$ cat src/design/script_variable_alu_unit_defines.svh
// Assertion macros for the script variable ALU unit.
// Used by the top level only; expects clk and rst in scope.
`ifndef SCRIPT_VARIABLE_ALU_UNIT_DEFINES_SVH
`define SCRIPT_VARIABLE_ALU_UNIT_DEFINES_SVH

`ifndef NO_ASSERTIONS

// Condition must never hold outside reset
`define SVAU_NEVER(label, expr) \
  label: assert property (@(posedge clk) disable iff (rst) !(expr)) \
    else $error("svau: forbidden condition seen");

// Consequent must hold in the cycle after the antecedent
`define SVAU_NEXT(label, ante, cons) \
  label: assert property (@(posedge clk) disable iff (rst) (ante) |=> (cons)) \
    else $error("svau: expected follow-up missing");

`else

`define SVAU_NEVER(label, expr)
`define SVAU_NEXT(label, ante, cons)

`endif

`endif

$ cat src/design/svau_pkg.sv
// Shared types and constants for the script variable ALU unit.
// No dependencies; used by the controller, the datapath and the top level.
`default_nettype none

package svau_pkg;

  // Operation codes carried in the kind field
  typedef enum logic [2:0] {
    KIND_DIV  = 3'd0,
    KIND_REM  = 3'd1,
    KIND_AND  = 3'd2,
    KIND_OR   = 3'd3,
    KIND_XOR  = 3'd4,
    KIND_LOAD = 3'd5
  } kind_t;

  // Controller states
  typedef enum logic [2:0] {
    ST_CLEAR,
    ST_IDLE,
    ST_ADIV,
    ST_READ,
    ST_EXEC,
    ST_DDIV
  } state_t;

  localparam int unsigned DATA_W    = 16;
  localparam int unsigned DIV_CNT_W = 5;
  localparam logic [DIV_CNT_W-1:0] DIV_STEPS  = 5'd16;
  localparam logic [DIV_CNT_W-1:0] WRAP_STEPS = 5'd2;
  localparam logic [DATA_W-1:0] QUOT_BY_ZERO = 16'hFFFF;

  // Commands from controller to datapath
  typedef struct packed {
    logic accept;        // latch the incoming word
    logic addr_from_div; // take the wrapped address from the divider
    logic div_start;     // load and start the divider
    logic div_data;      // divider works on cell data, not the address
    logic mem_read;      // read the addressed cell
    logic clear;         // write zero at the clearing pointer and advance
    logic finish_alu;    // write back the logic, load or by-zero result
    logic finish_div;    // write back the quotient or remainder
  } cmd_t;

  // Status from datapath to controller
  typedef struct packed {
    logic need_addr_div; // store size is not a power of two
    logic clr_last;      // clearing pointer at the last entry
    logic div_done;      // divider idle
    logic kind_div;      // divide or remainder
    logic opnd_zero;     // operand is zero
  } status_t;

endpackage

`default_nettype wire

$ cat src/design/svau_ctrl.sv
// Controller state machine for the script variable ALU unit.
// Depends on svau_pkg; drives the datapath through cmd_t, reads status_t.
`default_nettype none

module svau_ctrl (
  input  wire logic              clk,
  input  wire logic              rst,
  input  wire logic              in_valid,
  output logic                   in_ready,
  output logic                   out_valid,
  input  wire logic              out_ready,
  input  wire svau_pkg::status_t status,
  output svau_pkg::cmd_t         cmd
);

  svau_pkg::state_t state, state_next;
  logic             out_valid_next;
  logic             out_free;

  // Output register can take a new word this cycle
  assign out_free = !out_valid || out_ready;

  // Next state
  always_comb begin
    state_next = state;
    case (state)
      svau_pkg::ST_CLEAR: begin
        if (status.clr_last) state_next = svau_pkg::ST_IDLE;
      end
      svau_pkg::ST_IDLE: begin
        if (in_valid) begin
          state_next = status.need_addr_div ? svau_pkg::ST_ADIV : svau_pkg::ST_READ;
        end
      end
      svau_pkg::ST_ADIV: begin
        if (status.div_done) state_next = svau_pkg::ST_READ;
      end
      svau_pkg::ST_READ: begin
        state_next = svau_pkg::ST_EXEC;
      end
      svau_pkg::ST_EXEC: begin
        if (status.kind_div && !status.opnd_zero) begin
          state_next = svau_pkg::ST_DDIV;
        end else if (out_free) begin
          state_next = svau_pkg::ST_IDLE;
        end
      end
      svau_pkg::ST_DDIV: begin
        if (status.div_done && out_free) state_next = svau_pkg::ST_IDLE;
      end
      default: state_next = svau_pkg::ST_IDLE;
    endcase
  end

  // Outputs and commands
  always_comb begin
    cmd      = '0;
    in_ready = 1'b0;
    case (state)
      svau_pkg::ST_CLEAR: begin
        cmd.clear = 1'b1;
      end
      svau_pkg::ST_IDLE: begin
        in_ready = 1'b1;
        if (in_valid) begin
          cmd.accept    = 1'b1;
          cmd.div_start = status.need_addr_div;
        end
      end
      svau_pkg::ST_ADIV: begin
        cmd.addr_from_div = status.div_done;
      end
      svau_pkg::ST_READ: begin
        cmd.mem_read = 1'b1;
      end
      svau_pkg::ST_EXEC: begin
        if (status.kind_div && !status.opnd_zero) begin
          cmd.div_start = 1'b1;
          cmd.div_data  = 1'b1;
        end else begin
          cmd.finish_alu = out_free;
        end
      end
      svau_pkg::ST_DDIV: begin
        cmd.finish_div = status.div_done && out_free;
      end
      default: begin
        cmd = '0;
      end
    endcase
    out_valid_next = cmd.finish_alu || cmd.finish_div || (out_valid && !out_ready);
  end

  // State and output-valid registers
  always_ff @(posedge clk) begin
    if (rst) begin
      state     <= svau_pkg::ST_CLEAR;
      out_valid <= 1'b0;
    end else begin
      state     <= state_next;
      out_valid <= out_valid_next;
    end
  end

endmodule

`default_nettype wire

$ cat config.mk
export PLATFORM = sky130hd
export DESIGN_NAME = svau_ctrl
export DESIGN_NICKNAME = d
export VERILOG_FILES = /design/src/design/script_variable_alu_unit_defines.svh /design/src/design/svau_pkg.sv /design/src/design/svau_ctrl.sv
export SDC_FILE = /design/constraint.sdc
export NUM_CORES = 1
export LEC_CHECK = 0
export ABC_AREA = 0
export BUFFER_PORTS_ARGS = -buffer_cell sky130_fd_sc_hd__clkbuf_2
export CORE_MARGIN = 5
export CORE_UTILIZATION = 25
export CTS_CLUSTER_DIAMETER = 150
export CTS_CLUSTER_SIZE = 30
export DETAILED_ROUTE_END_ITERATION = 8
export GPL_TIMING_DRIVEN = 0
export PLACE_DENSITY_LB_ADDON = 0.25
export SKIP_CTS_REPAIR_TIMING = 1
export SLEW_MARGIN = 10
export SYNTH_ARGS = -nofsm -noshare
export SYNTH_HDL_FRONTEND = slang
export SYNTH_SLANG_ARGS = --single-unit
$ cat constraint.sdc
create_clock -name clk -period 1.35 [get_ports clk]
set_clock_uncertainty 0.2 [all_clocks]
set_input_delay 0.2025 -clock clk [delete_from_list [all_inputs] [get_ports clk]]
set_output_delay 0.2025 -clock clk [all_outputs]
set_load 0.02 [all_outputs]
# Word level (Yosys, flattened, before mapping)
# Index checks and enable logic that the tools add are counted.
[classes]
eq_ne = 10
mux = 21
reduce_logical = 11
[ops]
columns = ["cell", "n"]
rows = [
  ["3-bit 2-to-1 mux", 6],
  ["3-bit case mux with 6 select lines", 1],
  ["1-bit 2-to-1 mux", 12],
  ["2-bit inequality test, second input constant", 4],
  ["3-bit by 2-bit equality test with 1-bit output, second input constant", 2],
  ["3-bit equality test, second input constant", 2],
  ["5-bit AND reduction", 1],
  ["3-bit by 1-bit equality test with 1-bit output, second input constant", 1],
  ["1-bit logical AND", 3],
  ["1-bit logical NOT", 3],
  ["3-bit logical NOT", 1],
  ["1-bit logical OR", 3],
  ["3-bit inequality test, second input constant", 1],
  ["2-bit 2-to-1 mux", 1],
  ["1-bit case mux with 2 select lines", 1],
]
[word_totals]
register_bits = 4
inputBits = 9
output_inout_bits = 10
elab_cells = 44

# Depth between registers and ports, before layout
# Gate-level depths: netlist of run 1.
[logic_depth]
depth_word = 6
depth_mapped = 5
ltp_nobuf = 4

# Worst setup path after synthesis of run 1
# Ideal clock, no wire load.
[synth_path]
kind = "reg2out"
start = "reg state[0]"
end = "out cmd[7] in the netlist's numbering"
arrival_time_ns = 1.128
t_required_ns = 0.947
path_slack_ns = -0.180
stages_incl_launch_ff = 5
n_path_buf = 1
cell_sequence = "dfxtp_1 > buf_2 > nand2b_2 > nor2_2 > and2_1"
[synth_lines]
columns = ["item", "line_no", "text"]
rows = [
  ["start: declaration", "svau_ctrl.sv:16", "svau_pkg::state_t state, state_next;"],
  ["start signal: assignment", "svau_ctrl.sv:97", "state <= svau_pkg::ST_CLEAR;"],
  ["start signal: assignment", "svau_ctrl.sv:100", "state <= state_next;"],
  ["end: declaration", "svau_ctrl.sv:13", "output svau_pkg::cmd_t cmd"],
]

==> summary.md, run 1 <==
| Metric | Value |
|---|---|
| Status | complete, but fails checks |
| Failing checks | negative setup slack |
| Grt total ovfl | 0 |
| Antenna-violating nets left | 0 |
| Reg area | 86.33 µm² |
| Share of cells above drive strength 1 | 61.64% |
| Hold path startpoint | status[4] |
| # DRC | 0 |
| FILL cells | 148 |
| GPL Wtd Cong | 0.7490 |
| H-tree lvl count | 1 |
| Worst setup SP type | register |
| Synth top cells by count | 6 x nand2_1, 5 x nor2b_1, 4 x dfxtp_1, 4 x nor2_1 |
| CTS Sinks | 4 |
| Netlist Area Pre-Place | 346.6 µm² |
| CTS tree | built |
| Sequential-to-total area share from yosys stat | 23.10% |
| Cell Count, Final, Fillers Out | just under 90 |
| Post-route cell area | 609.3 µm² |
| CP Max Fanout | 5 |
| Tot GR Track Use | 9.747% |
| Port Buffers | 18 |
| CTS Buffer Depth | 2 |
| PnR worst setup slack | -274.0 ps |
| Vias in the first global route | around 350 |
| Worst-Skew Late Latency | 250 ps |
| DR top layer | met4 |
| Routed vias/inst | 4.807 |
| Crit Path Category | register to output port |
| Final setup TNS | -1791 ps |
| # diodes | 0 |
| Avg Inst Size Synth | 7.534 µm² |
| Syn nets | 55 |
| CTS Buf Count | 3 |
| Tmin final | about 1600 ps |
| Period utilization | 120.3% |
| Slew Limit Headroom | 81.86% |
| Top_reg_cell synth | dfxtp_1 |
| Top Ports | 19 |
| Clk slew on worst S/H paths | 40 ps |
| # rows | 13 |
| Hold depth | 4 |
| First-pass GRT wire length | 1.449 mm |
| Die area | 2231 µm² |
| R2R depth | 5 |
| CORE AREA | 1301 µm² |
| Syn. warnings | 0 |
| Fin Hold WS | 98.09 ps |
| Area of the multi-input gates | 276.5 µm² |
| Leak Pwr | approximately 0.27 nW |
| Async S/R FF share, synth | 0% |
| Post-DP HPWL | 715.1 µm |
| Fin nets | 84 |
| Met1 Wirelength | 411 µm |
| Die H | 47.24 µm |
| Area leader, netlist | dfxtp_1 |
| Final hold violations | 0 |
| PD cells | 776.3 nW/µm² |
| Worst Path Required | 950 ps |
| Crit path DAT | 1220 ps |
| Largest net degree at the start of global routing | 11 |
| TritonRoute pass-1 iters | 4 |
| Flop-to-flop setup slack | 80 ps |
| Cells after DPL | 79 |
| Die width | ~47 µm |
| CP Capture Type | output port |
| Peak VDD IR | 0.4768 mV |
| Detailed Route WL | 1.059 mm |
| Critical R2R Capture | state[2]$_SDFFE_PP0P_ |
| Worst r2r src | state[2]$_SDFFE_PP0P_ |
| Slew at the pin closest to its max-slew limit | 271.5 ps |
| DP Area | 464.2 µm² |
| Met3 wirelength from detailed routing | approximately 110 µm |
| Unrepaired setup endpoints after global routing | true |
| HP Class | primary input to register |
| Antenna violations before repair | 0 |
| Max Fclk | 615.8 MHz |
| Synth unique cells | 24 |
| Syn Inst Count | 46 |
| Max-cap violations | 0 |
| Flops & latches, synth | 4 |
| Routed WL per cell | about 12 µm |
| Slew Limit Fails | 0 |
| Most common cell in the synthesized netlist | nand2_1 |
| Total number of vias | 423 |
| Met2 wire len | 501 µm |
| Starting Density | 26.63% |
| Place WS | -138.3 ps |
| Largest cells by area after synthesis | dfxtp_1 23%, nor2b_1 9.0%, buf_6 6.5% |
| Setup Viol. Count Final | 9 |
| Post-synth EDFFs | 0 |
| Top-area cell type share of the netlist area | around 23% |
| DRT iter0 DRCs | 4 |
| Layout area overhead | 75.81% |
| WHS Endpoint | state[0]$_SDFFE_PP0P_ |
| Root Driver | clkbuf_4 |
## area by class of cell
type | instances | share of cell area (%)
plain buffers | 3 | 5.544
clock buffers | 3 | 3.696
multi-input cells | 39 | 45.38
flip-flops and latches | 4 | 14.17
well taps | 15 | 3.080
repair buffers | 24 | 28.13
## layer usage
metal	up-vias	track usage [%]
met5	-	0
met4	0	8.287
met3	4	3.831
met2	20	13.37
met1	188	11.63
li1	211	-
## through the flow
stage | util [%] | total power [mW]
2_1_floorplan | - | 0.2241
3_3_place_gp | 35.67 | 0.2641
3_5_place_dp | 35.67 | 0.2653
4_1_cts | 37.40 | 0.4222
5_1_grt | 46.83 | 0.5089
6_report | 46.83 | 0.4731
## worst max-delay path by stage
stage | start | slack, ps | end
global route | state[2]$_SDFFE_PP0P_ | -320 | cmd[1]
global placement | state[0]$_SDFFE_PP0P_ | -130 | cmd[7]
detailed placement | state[0]$_SDFFE_PP0P_ | -140 | cmd[7]
finish | state[2]$_SDFFE_PP0P_ | -270 | cmd[1]
CTS | state[0]$_SDFFE_PP0P_ | -400 | cmd[7]
floorplan | state[1]$_SDFFE_PP0P_ | -90 | cmd[6]
## state kept, by name, summed over array words and instances (netlist names)
| name | flops |
|---|---|
| out_valid | 1 |
| state | 3 |
## layout by cell type, fill, tap and decap left out, types with 3 or more instances in the layout
master,count
buf_4,6
buf_2,3
nor2b_1,3
clkbuf_2,9
nor2_1,3
nand2_1,6
a21oi_1,3
and2_4,3
buf_6,8
clkbuf_4,3
## cells by family after synthesis
kind of cell,Yosys count,share of synthesized area [%]
multiplexers,1,2.888
AND/OR/NAND/NOR,31,53.07
AO/OA/AOI/OAI,7,13.00
buffers and inverters,3,7.940
flip-flops,4,23.11
## report_power, final
part / internal (mW) / total, mW / switching [mW]
clock: 0.100 / 0.159 / 0.0586
combinational: 0.0901 / 0.178 / 0.0876
sequential: 0.127 / 0.137 / 0.00960
## critical path: stages, from the launching register on
cell	delay, ps
dfxtp_2	330
buf_6	110
nor3b_4	220
and3_1	200
buf_6	120
Power figures use the tool's default switching activity.
==> inputs of run 2 (changes only) <==
--- a/config.mk
+++ b/config.mk
@@ -14,6 +14,7 @@
 export DETAILED_ROUTE_END_ITERATION = 8
 export GPL_TIMING_DRIVEN = 0
 export PLACE_DENSITY_LB_ADDON = 0.25
+export SETUP_SLACK_MARGIN = 0.15
 export SKIP_CTS_REPAIR_TIMING = 1
 export SLEW_MARGIN = 10
 export SYNTH_ARGS = -nofsm -noshare
==> run 2 against run 1 <==
Compared with the run above: the run still ends with negative setup slack left; sequential cell count is the same; first-iteration DRC count is 75% lower; global-route usage increased by 0.55 points; combinational power increased by 8%; critical path depth did not move; cell count shrank 1.1%; sequential share of layout area fell by 0.77 points; die area is the same; utilization is 4.1 points higher; critical path type unchanged; largest power group unchanged.
==> summary.md, run 2 (synthesis gave the netlist of run 1 again) <==
| Metric | Value |
|---|---|
| Clock power frac | 31.5% (-2.0 points) |
| Max-cap violations | 0 (unchanged) |
| Crit Path Category | register to output port |
| Antenna-violating nets left | 0 (unchanged) |
| Max Fclk | 609.5 MHz (-1.0%) |
| Top Registers | state: 3 flops, out_valid: 1 flops |
| Final hold violations | 0 (unchanged) |
| Final setup TNS | -1863 ps (-71.82 ps) |
| Grt total ovfl | 0 (unchanged) |
| Slew at the pin closest to its max-slew limit | 339.6 ps (+68.06 ps) |
| Detailed Route WL | 1.037 mm (-2.1%) |
| CP dominant cell by count | buf_6 |
| Share of cells above drive strength 1 | 66.67% (+5.0 points) |
| Tmin final | 1641 ps (+16.73 ps) |
| Die area | 2231 µm² (unchanged) |
| Sequential power share | 28.4% (-0.5 points) |
| R2R depth | 4 (-1) |
| Peak VDD IR | 0.4276 mV (-10%) |
| Top reg by flops | state |
| Number of flip-flops in the largest register | 3 (unchanged) |
| CTS Buffer Depth | 2 (unchanged) |
| Crit path max-delay family | simple AND/OR/NAND/NOR gates |
| Setup Viol. Count Final | 10 (+1) |
| # DRC | 0 (unchanged) |
| Failing checks | negative setup slack |
| CTS Sinks | 4 (unchanged) |
| Critical R2R Capture | state[0]$_SDFFE_PP0P_ |
| TritonRoute pass-1 iters | 2 (-2) |
| Antenna violations before repair | 0 (unchanged) |
| Leak Pwr | 0.2811 nW (+3.2%) |
| Crit path DAT | 1240 ps (+20 ps) |
| Most frequent cells in the layout | 9 x clkbuf_2, 8 x buf_6, 6 x buf_4, 5 x nand2_1 |
| Layout area overhead | 91.34% |
| DRT iter0 DRCs | 1 (-3) |
| CP Capture Type | output port |
| # rows | 13 (unchanged) |
| Tot GR Track Use | 10.30% (+0.55 points) |
| Sw Share | 31.98% (-0.94 points) |
| CP Max Fanout | 8 (+3) |
| # diodes | 0 (unchanged) |
| Int Power | 0.3252 mW (+2.5%) |
| Critical Path Max Stage Delay | 320 ps (about the same) |
| Starting Density | 26.63% (unchanged) |
| First-pass GRT wire length | 1.531 mm (+5.7%) |
| Total number of vias | 410 (-3.1%) |
| CP Cell Sequence | buf_6 > nor3b_4 > and3_4 > buf_6 |
| HP Class | primary input to register |
| Unrepaired setup endpoints after global routing | true |
| Slew Limit Fails | 0 (unchanged) |
| Slowest CP cell | dfxtp_2 |
| Die H | 47.24 µm (unchanged) |
| Root Driver | clkbuf_4 |
| H-tree lvl count | 1 (unchanged) |
| Worst Path Buf+Inv | 2 (unchanged) |
| FILL cells | 145 (-2.0%) |
| GPL Wtd Cong | 0.6826 (-8.9%) |
| Status | complete, but fails checks |
| Hold path startpoint | status[4] |
| Routed vias/inst | 4.713 (-2.0%) |
| Comb power frac | 40.1% (+2.6 points) |
| Worst Path Required | 950 ps (about the same) |
| Slew Limit Headroom | 77.30% (-4.6 points) |
| Post-DP HPWL | 752.2 µm (+5.2%) |
| Routed WL per cell | 11.92 µm (-0.95%) |
| CTS tree | built |
| Worst r2r src | state[1]$_SDFFE_PP0P_ |
| WHS Endpoint | state[0]$_SDFFE_PP0P_ |
| Worst-Skew Late Latency | 240 ps (about the same) |
| Finished Core Util | 50.96% (+4.1 points) |
| Fin nets | 83 (-1.2%) |
| Flop-to-flop setup slack | -20 ps (-100 ps) |
| Clk slew on worst S/H paths | 40 ps (about the same) |
| Worst setup SP type | register |
| PD cells | 721.0 nW/µm² (-7.1%) |
| Largest net degree at the start of global routing | 11 (unchanged) |
| Place WS | -102.9 ps (+35.46 ps) |
| Die width | 47.24 µm (unchanged) |
| Commonest non-fill, non-tap cell in the layout | clkbuf_2 |
| Port Buffers | 18 (unchanged) |
| PnR worst setup slack | -290.8 ps (-16.72 ps) |
| Vias in the first global route | 381 (+9.5%) |
| CTS Buf Count | 3 (unchanged) |
| CORE AREA | 1301 µm² (unchanged) |
| Top Ports | 19 (unchanged) |
| Switching pwr | 0.1529 mW (-1.8%) |
| Hold depth | 4 (unchanged) |
| Period utilization | 121.5% (+1.2 points) |
-- run 2: layout make-up --
class	count	area, µm²	area share (%)
plain buffers	3	41.29	6.226
clock buffers	3	22.52	3.396
multi-input cells	39	312.8	47.17
flip-flops and latches	4	88.84	13.40
well taps	15	18.77	2.830
repair buffers	23	178.9	26.98
-- run 2: power groups by stage --
stage / logic (mW) / clock network (mW) / registers [mW]
3_3_place_gp: 0.148 / 0 / 0.137
3_5_place_dp: 0.149 / 0 / 0.137
5_1_grt: 0.207 / 0.170 / 0.137
4_1_cts: 0.150 / 0.158 / 0.135
6_report: 0.192 / 0.151 / 0.136
2_1_floorplan: 0.108 / 0 / 0.136
-- run 2: worst max path at each step --
| stage | slack [ps] | cells past startpoint | startpoint | to |
|---|---|---|---|---|
| after floorplan | 30 | 4 | state[2]$_SDFFE_PP0P_ | cmd[7] |
| after global placement | -100 | 5 | status[1] | cmd[5] |
| after detailed placement | -100 | 5 | status[1] | cmd[5] |
| after CTS | -350 | 4 | state[2]$_SDFFE_PP0P_ | cmd[1] |
| after global routing | -350 | 4 | state[2]$_SDFFE_PP0P_ | cmd[1] |
| final | -290 | 4 | state[2]$_SDFFE_PP0P_ | cmd[1] |
-- run 2: per-stage QoR --
stage | cell area, µm² | hold slack, ps | power (mW) | instances
finish | 663.1 | 104.2 | 0.4781 | 87
global route | 663.1 | 141.0 | 0.5135 | 87
CTS | 534.3 | -25.29 | 0.4431 | 82
detailed placement | 511.7 | 221.7 | 0.2864 | 79
global placement | 511.7 | 227.1 | 0.2849 | 79
floorplan | 402.9 | 64.94 | 0.2440 | 46
-- run 2: per-layer routing --
metal / wire, µm / global-route usage (%) / share of wire, %
met5: 0 / 0 / 0
met2: 565 / 15.51 / 54
met1: 422 / 11.69 / 41
met3: 49 / 4.598 / 4.7
met4: 0 / 6.630 / 0
-- run 2: tightest hold or removal path, stage by stage --
cell      delay (ps)
clkbuf_2          90
a21oi_1           60
nor2_1            90
nor4_1            60
